$ cat config.mk
export PLATFORM = sky130hd
export DESIGN_NAME = periodic_notify_timer_table_top
export DESIGN_NICKNAME = d
export VERILOG_FILES = /design/src/hdl/pntt_pkg.sv /design/src/hdl/pntt_mem.sv /design/src/hdl/pntt_cfg.sv /design/src/hdl/pntt_ctrl.sv /design/src/hdl/periodic_notify_timer_table_top.sv
export SDC_FILE = /design/constraint.sdc
export NUM_CORES = 2
export LEC_CHECK = 0
export ABC_AREA = 0
export BUFFER_PORTS_ARGS = -buffer_cell sky130_fd_sc_hd__buf_2
export CORE_UTILIZATION = 50
export CTS_CLUSTER_SIZE = 24
export DETAILED_ROUTE_END_ITERATION = 10
export HOLD_SLACK_MARGIN = 0.03
export PLACE_DENSITY = 0.69
export SLEW_MARGIN = 20
export SYNTH_ARGS = -nofsm -noshare
export SYNTH_HDL_FRONTEND = slang
export SYNTH_SLANG_ARGS = --single-unit
export TNS_END_PERCENT = 100
$ cat constraint.sdc
create_clock -name clk -period 17.9 [get_ports clk]
set_clock_uncertainty 0.05 [all_clocks]
set_input_delay 3.58 -clock clk [delete_from_list [all_inputs] [get_ports clk]]
set_output_delay 3.58 -clock clk [all_outputs]
set_load 0.03 [all_outputs]
$ cat src/hdl/pntt_pkg.sv
// Shared types and constants of the periodic notify timer table.
package pntt_pkg;

  // Cap on fired results reported per tick
  localparam int MAX_RESULTS = 16;
  localparam int NRES_W      = $clog2(MAX_RESULTS + 1);

  localparam logic [15:0] TICK_PERIOD_RESET = 16'd10;

  // Request codes
  typedef enum logic [1:0] {
    REQ_REGISTER = 2'd0,
    REQ_CLEAR    = 2'd1,
    REQ_QUERY    = 2'd2,
    REQ_TICK     = 2'd3
  } req_t;

  // Status codes
  localparam logic [1:0] STATUS_OK        = 2'd0;
  localparam logic [1:0] STATUS_PARAM_ERR = 2'd1;
  localparam logic [1:0] STATUS_FULL      = 2'd2;

  // Config register indexes (word address)
  localparam logic REG_TICK_PERIOD = 1'b0;

  // One table entry as stored in memory
  typedef struct packed {
    logic [15:0] client;
    logic [30:0] interval;
    logic [31:0] elapsed;
  } entry_t;

endpackage

$ cat src/hdl/pntt_mem.sv
// Entry memory: one write port, one read port, registered read data.
module pntt_mem
  import pntt_pkg::*;
#(
  parameter int  MAX_ENTRIES = 16,
  localparam int AW          = (MAX_ENTRIES > 1) ? $clog2(MAX_ENTRIES) : 1
) (
  input  logic          clk,
  input  logic          rd_en,
  input  logic [AW-1:0] raddr,
  output entry_t        rdata,
  input  logic          we,
  input  logic [AW-1:0] waddr,
  input  entry_t        wdata
);

  entry_t mem [MAX_ENTRIES];

  always_ff @(posedge clk) begin
    if (we) begin
      mem[waddr] <= wdata;
    end
  end

  always_ff @(posedge clk) begin
    if (rd_en) begin
      rdata <= mem[raddr];
    end
  end

endmodule

$ cat src/hdl/pntt_cfg.sv
// APB configuration register: tick period.
module pntt_cfg
  import pntt_pkg::*;
(
  input  logic        clk,
  input  logic        rst,
  input  logic        psel,
  input  logic        penable,
  input  logic        pwrite,
  input  logic [2:0]  paddr,
  input  logic [31:0] pwdata,
  output logic [31:0] prdata,
  output logic        pready,
  output logic [15:0] tick_period_ms
);

  logic wr_en;

  assign pready = 1'b1;
  assign wr_en  = psel && penable && pwrite && (paddr[2] == REG_TICK_PERIOD);

  always_ff @(posedge clk) begin
    if (rst) begin
      tick_period_ms <= TICK_PERIOD_RESET;
    end else if (wr_en) begin
      tick_period_ms <= pwdata[15:0];
    end
  end

  always_comb begin
    prdata = 32'd0;
    if (paddr[2] == REG_TICK_PERIOD) begin
      prdata = {16'd0, tick_period_ms};
    end
  end

endmodule

$ cat src/hdl/pntt_ctrl.sv
// Request sequencer: walks the entry memory, read-modify-write, builds results.
module pntt_ctrl
  import pntt_pkg::*;
#(
  parameter int  MAX_ENTRIES = 16,
  localparam int AW          = (MAX_ENTRIES > 1) ? $clog2(MAX_ENTRIES) : 1,
  localparam int CW          = $clog2(MAX_ENTRIES + 1)
) (
  input  logic               clk,
  input  logic               rst,
  input  logic               start,
  output logic               busy,
  input  logic [1:0]         req_type,
  input  logic [15:0]        client_id,
  input  logic signed [31:0] interval_ms,
  input  logic               suspended,
  input  logic [15:0]        tick_period_ms,
  output logic               rd_en,
  output logic [AW-1:0]      raddr,
  input  entry_t             rdata,
  output logic               we,
  output logic [AW-1:0]      waddr,
  output entry_t             wdata,
  output logic               result_valid,
  output logic [1:0]         status,
  output logic               running,
  output logic               fired,
  output logic [15:0]        fired_client,
  output logic               last
);

  typedef enum logic [1:0] {
    S_IDLE = 2'b01,
    S_SCAN = 2'b10
  } state_t;

  state_t              state;
  req_t                req;
  logic [15:0]         id;
  logic [30:0]         ivl;
  logic [CW-1:0]       count;
  logic [CW-1:0]       iss;
  logic                pv;
  logic [AW-1:0]       pidx;
  logic                found;
  logic                held_vld;
  logic [15:0]         held_client;
  logic [NRES_W-1:0]   nres;

  logic        accept;
  logic        bad_reg;
  logic        quick;
  logic        scan_end;
  logic        has_room;
  logic [32:0] sum;
  logic [31:0] elapsed_sat;
  logic        due;
  logic        match;
  logic        report;

  assign busy     = (state == S_SCAN);
  assign accept   = start && (state == S_IDLE);
  assign bad_reg  = (req_type == REQ_REGISTER) &&
                    ((client_id == 16'd0) || interval_ms[31] || (interval_ms == 32'sd0));
  assign quick    = bad_reg || ((req_type == REQ_TICK) && suspended);
  assign has_room = (count < CW'(MAX_ENTRIES));

  assign rd_en    = (state == S_SCAN) && (iss < count);
  assign raddr    = iss[AW-1:0];
  assign scan_end = (state == S_SCAN) && !pv && (iss == count);

  // per-entry datapath; elapsed saturates at all ones
  assign sum         = {1'b0, rdata.elapsed} + {17'd0, tick_period_ms};
  assign elapsed_sat = sum[32] ? '1 : sum[31:0];
  assign due         = ({1'b0, rdata.interval} <= elapsed_sat);
  assign match       = (rdata.client == id) && (id != 16'd0);
  assign report      = pv && (req == REQ_TICK) && due && (nres < NRES_W'(MAX_RESULTS));

  // write port: tick update, clear shift-down, register append
  always_comb begin
    we    = 1'b0;
    waddr = pidx;
    wdata = rdata;
    if (state == S_SCAN && pv) begin
      if (req == REQ_TICK) begin
        we    = 1'b1;
        wdata = {rdata.client, rdata.interval, (due ? 32'd0 : elapsed_sat)};
      end else if (req == REQ_CLEAR && found) begin
        we    = 1'b1;
        waddr = pidx - AW'(1);
      end
    end
    if (scan_end && req == REQ_REGISTER && !found && has_room) begin
      we    = 1'b1;
      waddr = count[AW-1:0];
      wdata = {id, ivl, 32'd0};
    end
  end

  always_ff @(posedge clk) begin
    if (rst) begin
      state        <= S_IDLE;
      count        <= '0;
      pv           <= 1'b0;
      result_valid <= 1'b0;
    end else begin
      result_valid <= 1'b0;
      unique case (state)
        S_IDLE: begin
          if (accept) begin
            req      <= req_t'(req_type);
            id       <= client_id;
            ivl      <= interval_ms[30:0];
            iss      <= '0;
            pv       <= 1'b0;
            found    <= 1'b0;
            held_vld <= 1'b0;
            nres     <= '0;
            if (quick) begin
              result_valid <= 1'b1;
              status       <= bad_reg ? STATUS_PARAM_ERR : STATUS_OK;
              running      <= 1'b0;
              fired        <= 1'b0;
              fired_client <= 16'd0;
              last         <= 1'b1;
            end else begin
              state <= S_SCAN;
            end
          end
        end
        S_SCAN: begin
          pv   <= rd_en;
          pidx <= iss[AW-1:0];
          if (rd_en) begin
            iss <= iss + CW'(1);
          end
          if (pv && req != REQ_TICK && match) begin
            found <= 1'b1;
          end
          // a fired entry is held until the next one shows it was not the last
          if (report) begin
            if (held_vld) begin
              result_valid <= 1'b1;
              status       <= STATUS_OK;
              running      <= 1'b0;
              fired        <= 1'b1;
              fired_client <= held_client;
              last         <= 1'b0;
            end
            held_vld    <= 1'b1;
            held_client <= rdata.client;
            nres        <= nres + NRES_W'(1);
          end
          if (scan_end) begin
            state        <= S_IDLE;
            result_valid <= 1'b1;
            status       <= STATUS_OK;
            running      <= 1'b0;
            fired        <= 1'b0;
            fired_client <= 16'd0;
            last         <= 1'b1;
            case (req)
              REQ_REGISTER: begin
                if (!found) begin
                  if (has_room) begin
                    count <= count + CW'(1);
                  end else begin
                    status <= STATUS_FULL;
                  end
                end
              end
              REQ_CLEAR: begin
                if (found) begin
                  count <= count - CW'(1);
                end
              end
              REQ_QUERY: begin
                running <= found;
              end
              default: begin
                if (held_vld) begin
                  fired        <= 1'b1;
                  fired_client <= held_client;
                end
              end
            endcase
          end
        end
        default: begin
          state <= S_IDLE;
        end
      endcase
    end
  end

endmodule

$ cat src/hdl/periodic_notify_timer_table_top.sv
// Top level of the periodic notify timer table.
//
// Request channel: a request is taken at a rising edge with start high and
// busy low. req_type selects register, clear, query or tick; client_id,
// interval_ms and suspended go with it.
// Result channel: each result sits on status/running/fired/fired_client/last
// for exactly one cycle, flagged by result_valid. The receiver cannot stall.
// Register, clear and query give one result; a tick gives one result per
// fired entry in table order (at most 16), or one empty result, and the
// final result of every request has last high.
// Timing: a register with bad parameters or a suspended tick answers the
// cycle after acceptance and never raises busy. All other requests walk the
// entry memory, one entry per cycle through its single read port with
// registered read data; busy stays high for the whole walk over the clients
// in the table, and the final result appears in the cycle busy drops. A due
// entry is reported once the next due entry or the end of the walk shows
// whether it is last. Config: APB port, tick_period_ms at byte address 0,
// written by the user only while idle; the block does not enforce this.
// Reset (synchronous, rst high) empties the table and sets the tick period
// to 10 ms; memory contents are not cleared, the fill count guards them.
module periodic_notify_timer_table_top
  import pntt_pkg::*;
#(
  parameter int  MAX_ENTRIES = 16,
  localparam int AW          = (MAX_ENTRIES > 1) ? $clog2(MAX_ENTRIES) : 1
) (
  input  logic               clk,
  input  logic               rst,
  // request channel
  input  logic               start,
  output logic               busy,
  input  logic [1:0]         req_type,
  input  logic [15:0]        client_id,
  input  logic signed [31:0] interval_ms,
  input  logic               suspended,
  // result channel
  output logic               result_valid,
  output logic [1:0]         status,
  output logic               running,
  output logic               fired,
  output logic [15:0]        fired_client,
  output logic               last,
  // configuration port
  input  logic               psel,
  input  logic               penable,
  input  logic               pwrite,
  input  logic [2:0]         paddr,
  input  logic [31:0]        pwdata,
  output logic [31:0]        prdata,
  output logic               pready
);

  logic [15:0]   tick_period_ms;
  logic          rd_en;
  logic [AW-1:0] raddr;
  entry_t        rdata;
  logic          we;
  logic [AW-1:0] waddr;
  entry_t        wdata;

  pntt_cfg u_cfg (
    .clk            (clk),
    .rst            (rst),
    .psel           (psel),
    .penable        (penable),
    .pwrite         (pwrite),
    .paddr          (paddr),
    .pwdata         (pwdata),
    .prdata         (prdata),
    .pready         (pready),
    .tick_period_ms (tick_period_ms)
  );

  // table storage: client, interval and elapsed time per entry
  pntt_mem #(.MAX_ENTRIES(MAX_ENTRIES)) u_mem (
    .clk   (clk),
    .rd_en (rd_en),
    .raddr (raddr),
    .rdata (rdata),
    .we    (we),
    .waddr (waddr),
    .wdata (wdata)
  );

  // sequencer: one entry per cycle; writes trail reads so they never collide
  pntt_ctrl #(.MAX_ENTRIES(MAX_ENTRIES)) u_ctrl (
    .clk            (clk),
    .rst            (rst),
    .start          (start),
    .busy           (busy),
    .req_type       (req_type),
    .client_id      (client_id),
    .interval_ms    (interval_ms),
    .suspended      (suspended),
    .tick_period_ms (tick_period_ms),
    .rd_en          (rd_en),
    .raddr          (raddr),
    .rdata          (rdata),
    .we             (we),
    .waddr          (waddr),
    .wdata          (wdata),
    .result_valid   (result_valid),
    .status         (status),
    .running        (running),
    .fired          (fired),
    .fired_client   (fired_client),
    .last           (last)
  );

endmodule

* Yosys cells after proc, flatten, opt, wreduce, memory -nomap -nowiden
Memories as Yosys holds them, arrays and structs flattened. A register that Yosys moved wholly into a read port is not among the register bits.
Index checks and enable logic that the tools add are counted.
** Storage, ports and cells
- Register bits after elaboration :: 127
- Bits in latches :: 0
- Bits in writable memories :: 1264
- Bits in read-only memories :: 0
- Input bits :: 92
- Output and inout bits :: 56
- Memories :: 1
** Operators by class
- Add/sub/neg operators :: 6
- Multipliers :: 0
- Div/mod/pow operators :: 0
- $lt $le $gt $ge :: 4
- Equal/unequal tests :: 21
- Shifts and indexed selects :: 0
- Mux-type cells :: 75
- Bitwise gates (word level) :: 2
- Reduce and logical (&&, ||, !) cells :: 43
** Memory list
- u_mem.mem :: words 16, bits a word 79, rd ports 1, clocked after memory_dff 1, wr ports 1, RTL line pntt_mem.sv:17 : entry_t mem [MAX_ENTRIES];
** Operators with widths (number)
- 16-bit 2-to-1 mux :: 8
- 32-bit 2-to-1 mux :: 4
- 79-bit 2-to-1 mux :: 1
- 32-bit by 16-bit adder with 33-bit output :: 1
- 31-bit by 32-bit less-or-equal comparator with 1-bit output :: 1
- 32-bit zero test :: 1
- 16-bit one-hot mux with 2 select lines :: 1
- 5-bit 2-to-1 mux :: 6
- 5-bit one-hot mux with 2 select lines :: 3
- 1-bit 2-to-1 mux :: 28
- 2-bit 2-to-1 mux :: 11
- 1-bit logical AND :: 20
- 16-bit equality test :: 1
- 16-bit zero test :: 1
- 4-bit 2-to-1 mux :: 4
- 2-bit by 1-bit inequality test with 1-bit output (second input constant) :: 8
- 16-bit nonzero test :: 1
- 5-bit by 1-bit adder with 5-bit output (second input constant) :: 3
- 1-bit one-hot mux with 2 select lines :: 7
- 4-bit AND reduction :: 3
- 6-bit AND reduction :: 2
- 5-bit less-than comparator (second input constant) :: 2
- 3-bit AND reduction :: 3
- 2-bit equality test (second input constant) :: 4
- 15 further kinds :: 27

* Longest topological paths before layout
- Depth in word-level cells :: 9
- Depth in mapped cells :: 21
- Mapped depth without buffers :: 19

* Cells and area by module
Synthesis repeated with hierarchy kept, for this count alone.
** Unflattened totals
- Cells, all modules :: 2879
- Area, all modules :: 58267.1 sq um
** Modules (own cells, without submodules)
- pntt_mem :: times used 1, cells an instance 2028, area each 49673.9 sq um, sequential area each 40328.7 sq um
- pntt_ctrl :: times used 1, cells an instance 745, area each 7616.1 sq um, sequential area each 3243.1 sq um
- pntt_cfg :: times used 1, cells an instance 106, area each 977.2 sq um, sequential area each 320.3 sq um

* Worst setup path after synthesis
Ideal clock, no wire load.
- Path type :: input to output
- Start :: input port paddr[2]
- End :: output port prdata[10]
- Data arrival time :: 4.221 ns
- Path slack :: 10.049 ns
- Cell stages on the path :: 2
- Buffers on the path :: 1
- Cells stage by stage :: clkbuf_1 > nor2b_1
** Between the ends
- Longest elaborated chain between the ends :: 1
** Ends and longest elaborated chain
- from (decl) :: RTL line periodic_notify_timer_table_top.sv:47 : input logic [2:0] paddr,
- 16-bit 2-to-1 mux :: RTL line pntt_cfg.sv:32 : if (paddr[2] == REG_TICK_PERIOD) begin
- to (decl) :: RTL line periodic_notify_timer_table_top.sv:49 : output logic [31:0] prdata,
Every way passes these cells.

* Final worst setup path
- Start :: input port paddr[2]
- End :: output port prdata[4]
Same word-level chain as after synthesis.

==> results.toml <==
[synthesis]
postSynthCellCount = 2797
ys_seq_elements = 1470
synth_area_leader_cell = "edfxtp_1"
synth_top_flop_cell = "edfxtp_1"
synth.cell_area_sq_mm = 0.0580
ys_async_sr_fraction = 0
post-synth-top-count-cell = "edfxtp_1"
number_of_enable_type_register_cells_in_the_synthesized_netlist = 1445
synth_area_leaders = "edfxtp_1, mux4_2, nand2_1"
synth_largest_type_area_fraction = 0.748
netlist-cell-type-count = 61
ys_warn_count = 0
synth_sequential_area_ratio = 0.757
yosys-top-cells-count = "edfxtp_1, mux4_2, nand2_1, clkbuf_1, nor2_1"
syn_avg_cell_area_sq_um = 20.7

[power_and_ir_drop]
total_switching_power_mw = 1.46
intPower_mw = 5.65
design_power_total_mw = 7.10
sequentialPowerShare = 0.531
pwr_density_cell_mw_per_mm2 = 109
static-leakage-power_nw = 21.2
power.share.combinational = 0.048
irDropWorstVdd_uv = 91.3
clkPwrFrac = 0.421
power.share.switching = 0.205

[worst_hold_path]
min-delay-path-class = "reg -> reg"
hold-path-cell-count = 0

[worst_setup_path]
critical_path.endpoint_type = "output port"
cp_cell_sequence = "buf_2 > nor2b_1 > buf_2"
crit_path_top_delay_cell = "buf_2"
worstPathMaxFanout = 18
cp.buffers_inverters = 2
worst_ep_required_time_ns = 14.27
worstPathArrival_ns = 4.18
setup.worst_path.start_class = "input port"
critical_path.max_stage_delay_ns = 0.22
critPathKind = "in -> out"
critPathMostFrequentCell = "buf_2"
critPathTopFamily = "buffers and inverters"
path_depth = 3
worst_r2r_path_depth = 19

[cts]
clkSlewWorstSetupHoldPaths_ns = 0.06
clk-insertion-delay-late_ns = 0.76
clock_tree.htree_level_count = 4
cts-root-to-sink-buffers = 3
cts_sinks = 1470
cts-root-buf = "clkbuf_16"
cts_inserted_buffers = 149
hold_bufs_at_cts = 0
number_of_buffers_inserted_to_repair_setup_after_cts = 0
tritoncts = "yes"
cts-resized-gates = 0

[timing]
post-route-worst-setup-slack_ns = 10.09
finalSetupViolations = 0
final_hold_slack_ns = 0.458
timing_hold_violations_final = 0
totalNegativeSetupSlack_ns = 0
layout_min_cycle_time_ns = 7.81
timing.final.max_slew_violations = 0
grt_setup_unrepaired = "false"
finalCritPeriodShare = 0.436
timing.slew.headroom = 0.277
worst_slew_pin_slew_ns = 1.08
max_freq_mhz = 128

[outcome]
outcome = "finished, violations left"
failed_checks = "design-rule violations"

[die]
floorplan.die.height_um = 343
io_pins = 148
area_enclosed_by_the_die_boundary_sq_mm = 0.117
die_width_um = 343
placementRows = 124
coreArea_sq_mm = 0.115
initial_utilization = 0.506

[run]
max_cap_violations = 0

[detailed_routing]
drt_pre_antenna_iters = 9
dr_total_vias = 28600
routed_wire_length_per_instance_um = 29.0
detailedRoute.firstIterationViolations = 3377
route.detailed.drc = 16
avgViaCountPerCell = 6.16
finalWirelength_mm = 134
antenna_left = 0

[grt]
pin_count_of_the_biggest_net_entering_global_routing = 162
antenna_found_initial = 3
globalRouteOverflowTotal = 0
number_of_global_route_vias_before_repair = 29200
grt.total_usage = 0.232
grt_pass1_wl_mm = 196

[placed_design]
port-buffer-count = 112
worst_slack_placed_ns = 10.09
gp_routability_congestion = 0.861
post-dp-hpwl_mm = 71.6

[cells_and_area]
drive_gt1_frac = 0.262
syn2layout_area_growth_pct = 12.7
fillers = 8159
fin_nets = 3160
## area by class of cell
class	count	area [sq um]	share of cell area
multi-input combinational	1168	13600	0.208
clock buffer	183	3970	0.0607
sequential	1470	43900	0.671
clock inverter	81	708	0.0108
antenna	3	7.51	0.000115
tap	1512	1890	0.0289
timing repair buffer	189	1190	0.0182
inverter	28	105	0.00161
## per-stage QoR
step / std cells / util / instance area, sq um
floorplan: 2812 / - / 58100
global route: 4631 / 0.570 / 65400
finish: 4634 / 0.570 / 65400
global placement: 4363 / 0.529 / 60700
detailed placement: 4363 / 0.529 / 60700
CTS: 4627 / 0.570 / 65400
## per-layer routing
layer | track usage | part of all wire
met3 | 0.0348 | 0.071
met4 | 0.0698 | 0.024
met2 | 0.381 | 0.50
met1 | 0.325 | 0.40
met5 | 0 | 0
## path summary, 6_finish.rpt
| kind | startpoint | to | slack, ns |
|---|---|---|---|
| worst max register to register | u_mem.rdata[0] | u_ctrl.fired_client[15] | 10.92 |
| worst min register to register | u_mem.rdata[77] | u_ctrl.held_client[14] | 0.46 |
| worst max-delay path | paddr[2] | prdata[4] | 10.09 |
| worst min-delay path | u_mem.rdata[77] | u_ctrl.held_client[14] | 0.46 |
## cell usage in the layout, fill, tap and decap left out, types with 21 or more instances in the layout
master     instances
dfxtp_1           25
nor2_1            51
ha_1              60
a21oi_1           55
nor4_1            23
clkbuf_16        154
o21ai_0           39
edfxtp_1        1445
xor2_1            25
nand2_1          238
buf_2            112
clkbuf_1          28
inv_1             28
clkinv_1          34
nand4_1           21
buf_4             71
and2_1            22
mux4_2           395
## sequential cells by signal (all words and copies together) (netlist names), 2 cells and up
name,flops
u_ctrl.held_client,16
u_ctrl.ivl,31
u_ctrl.state,2
u_ctrl.pidx,4
u_ctrl.iss,5
u_ctrl.count,5
u_ctrl.req,2
u_mem.rdata,79
u_cfg.tick_period_ms,16
u_ctrl.nres,5
u_mem.mem,1264
u_ctrl.id,16
u_ctrl.fired_client,16
u_ctrl.status,2
## logic make-up after synthesis
kind of cell | after synthesis | synth area share
XOR/XNOR | 44 | 0.00664
buffers and inverters | 174 | 0.0125
adder cells (fa/ha/maj) | 62 | 0.0136
flip-flops | 1470 | 0.757
other | 2 | 0.000129
AND/OR/NAND/NOR | 477 | 0.0383
multiplexers | 407 | 0.155
AO/OA/AOI/OAI | 161 | 0.0168
## power by group through the flow
stage / combinational, mW / clock [mW] / sequential (mW)
floorplan: 0.255 / 0 / 3.84
global placement: 0.334 / 0 / 3.85
detailed placement: 0.341 / 0 / 3.85
CTS: 0.343 / 3.03 / 3.77
global route: 0.364 / 3.16 / 3.77
finish: 0.339 / 2.99 / 3.77
(Power assumes the default switching activity.)
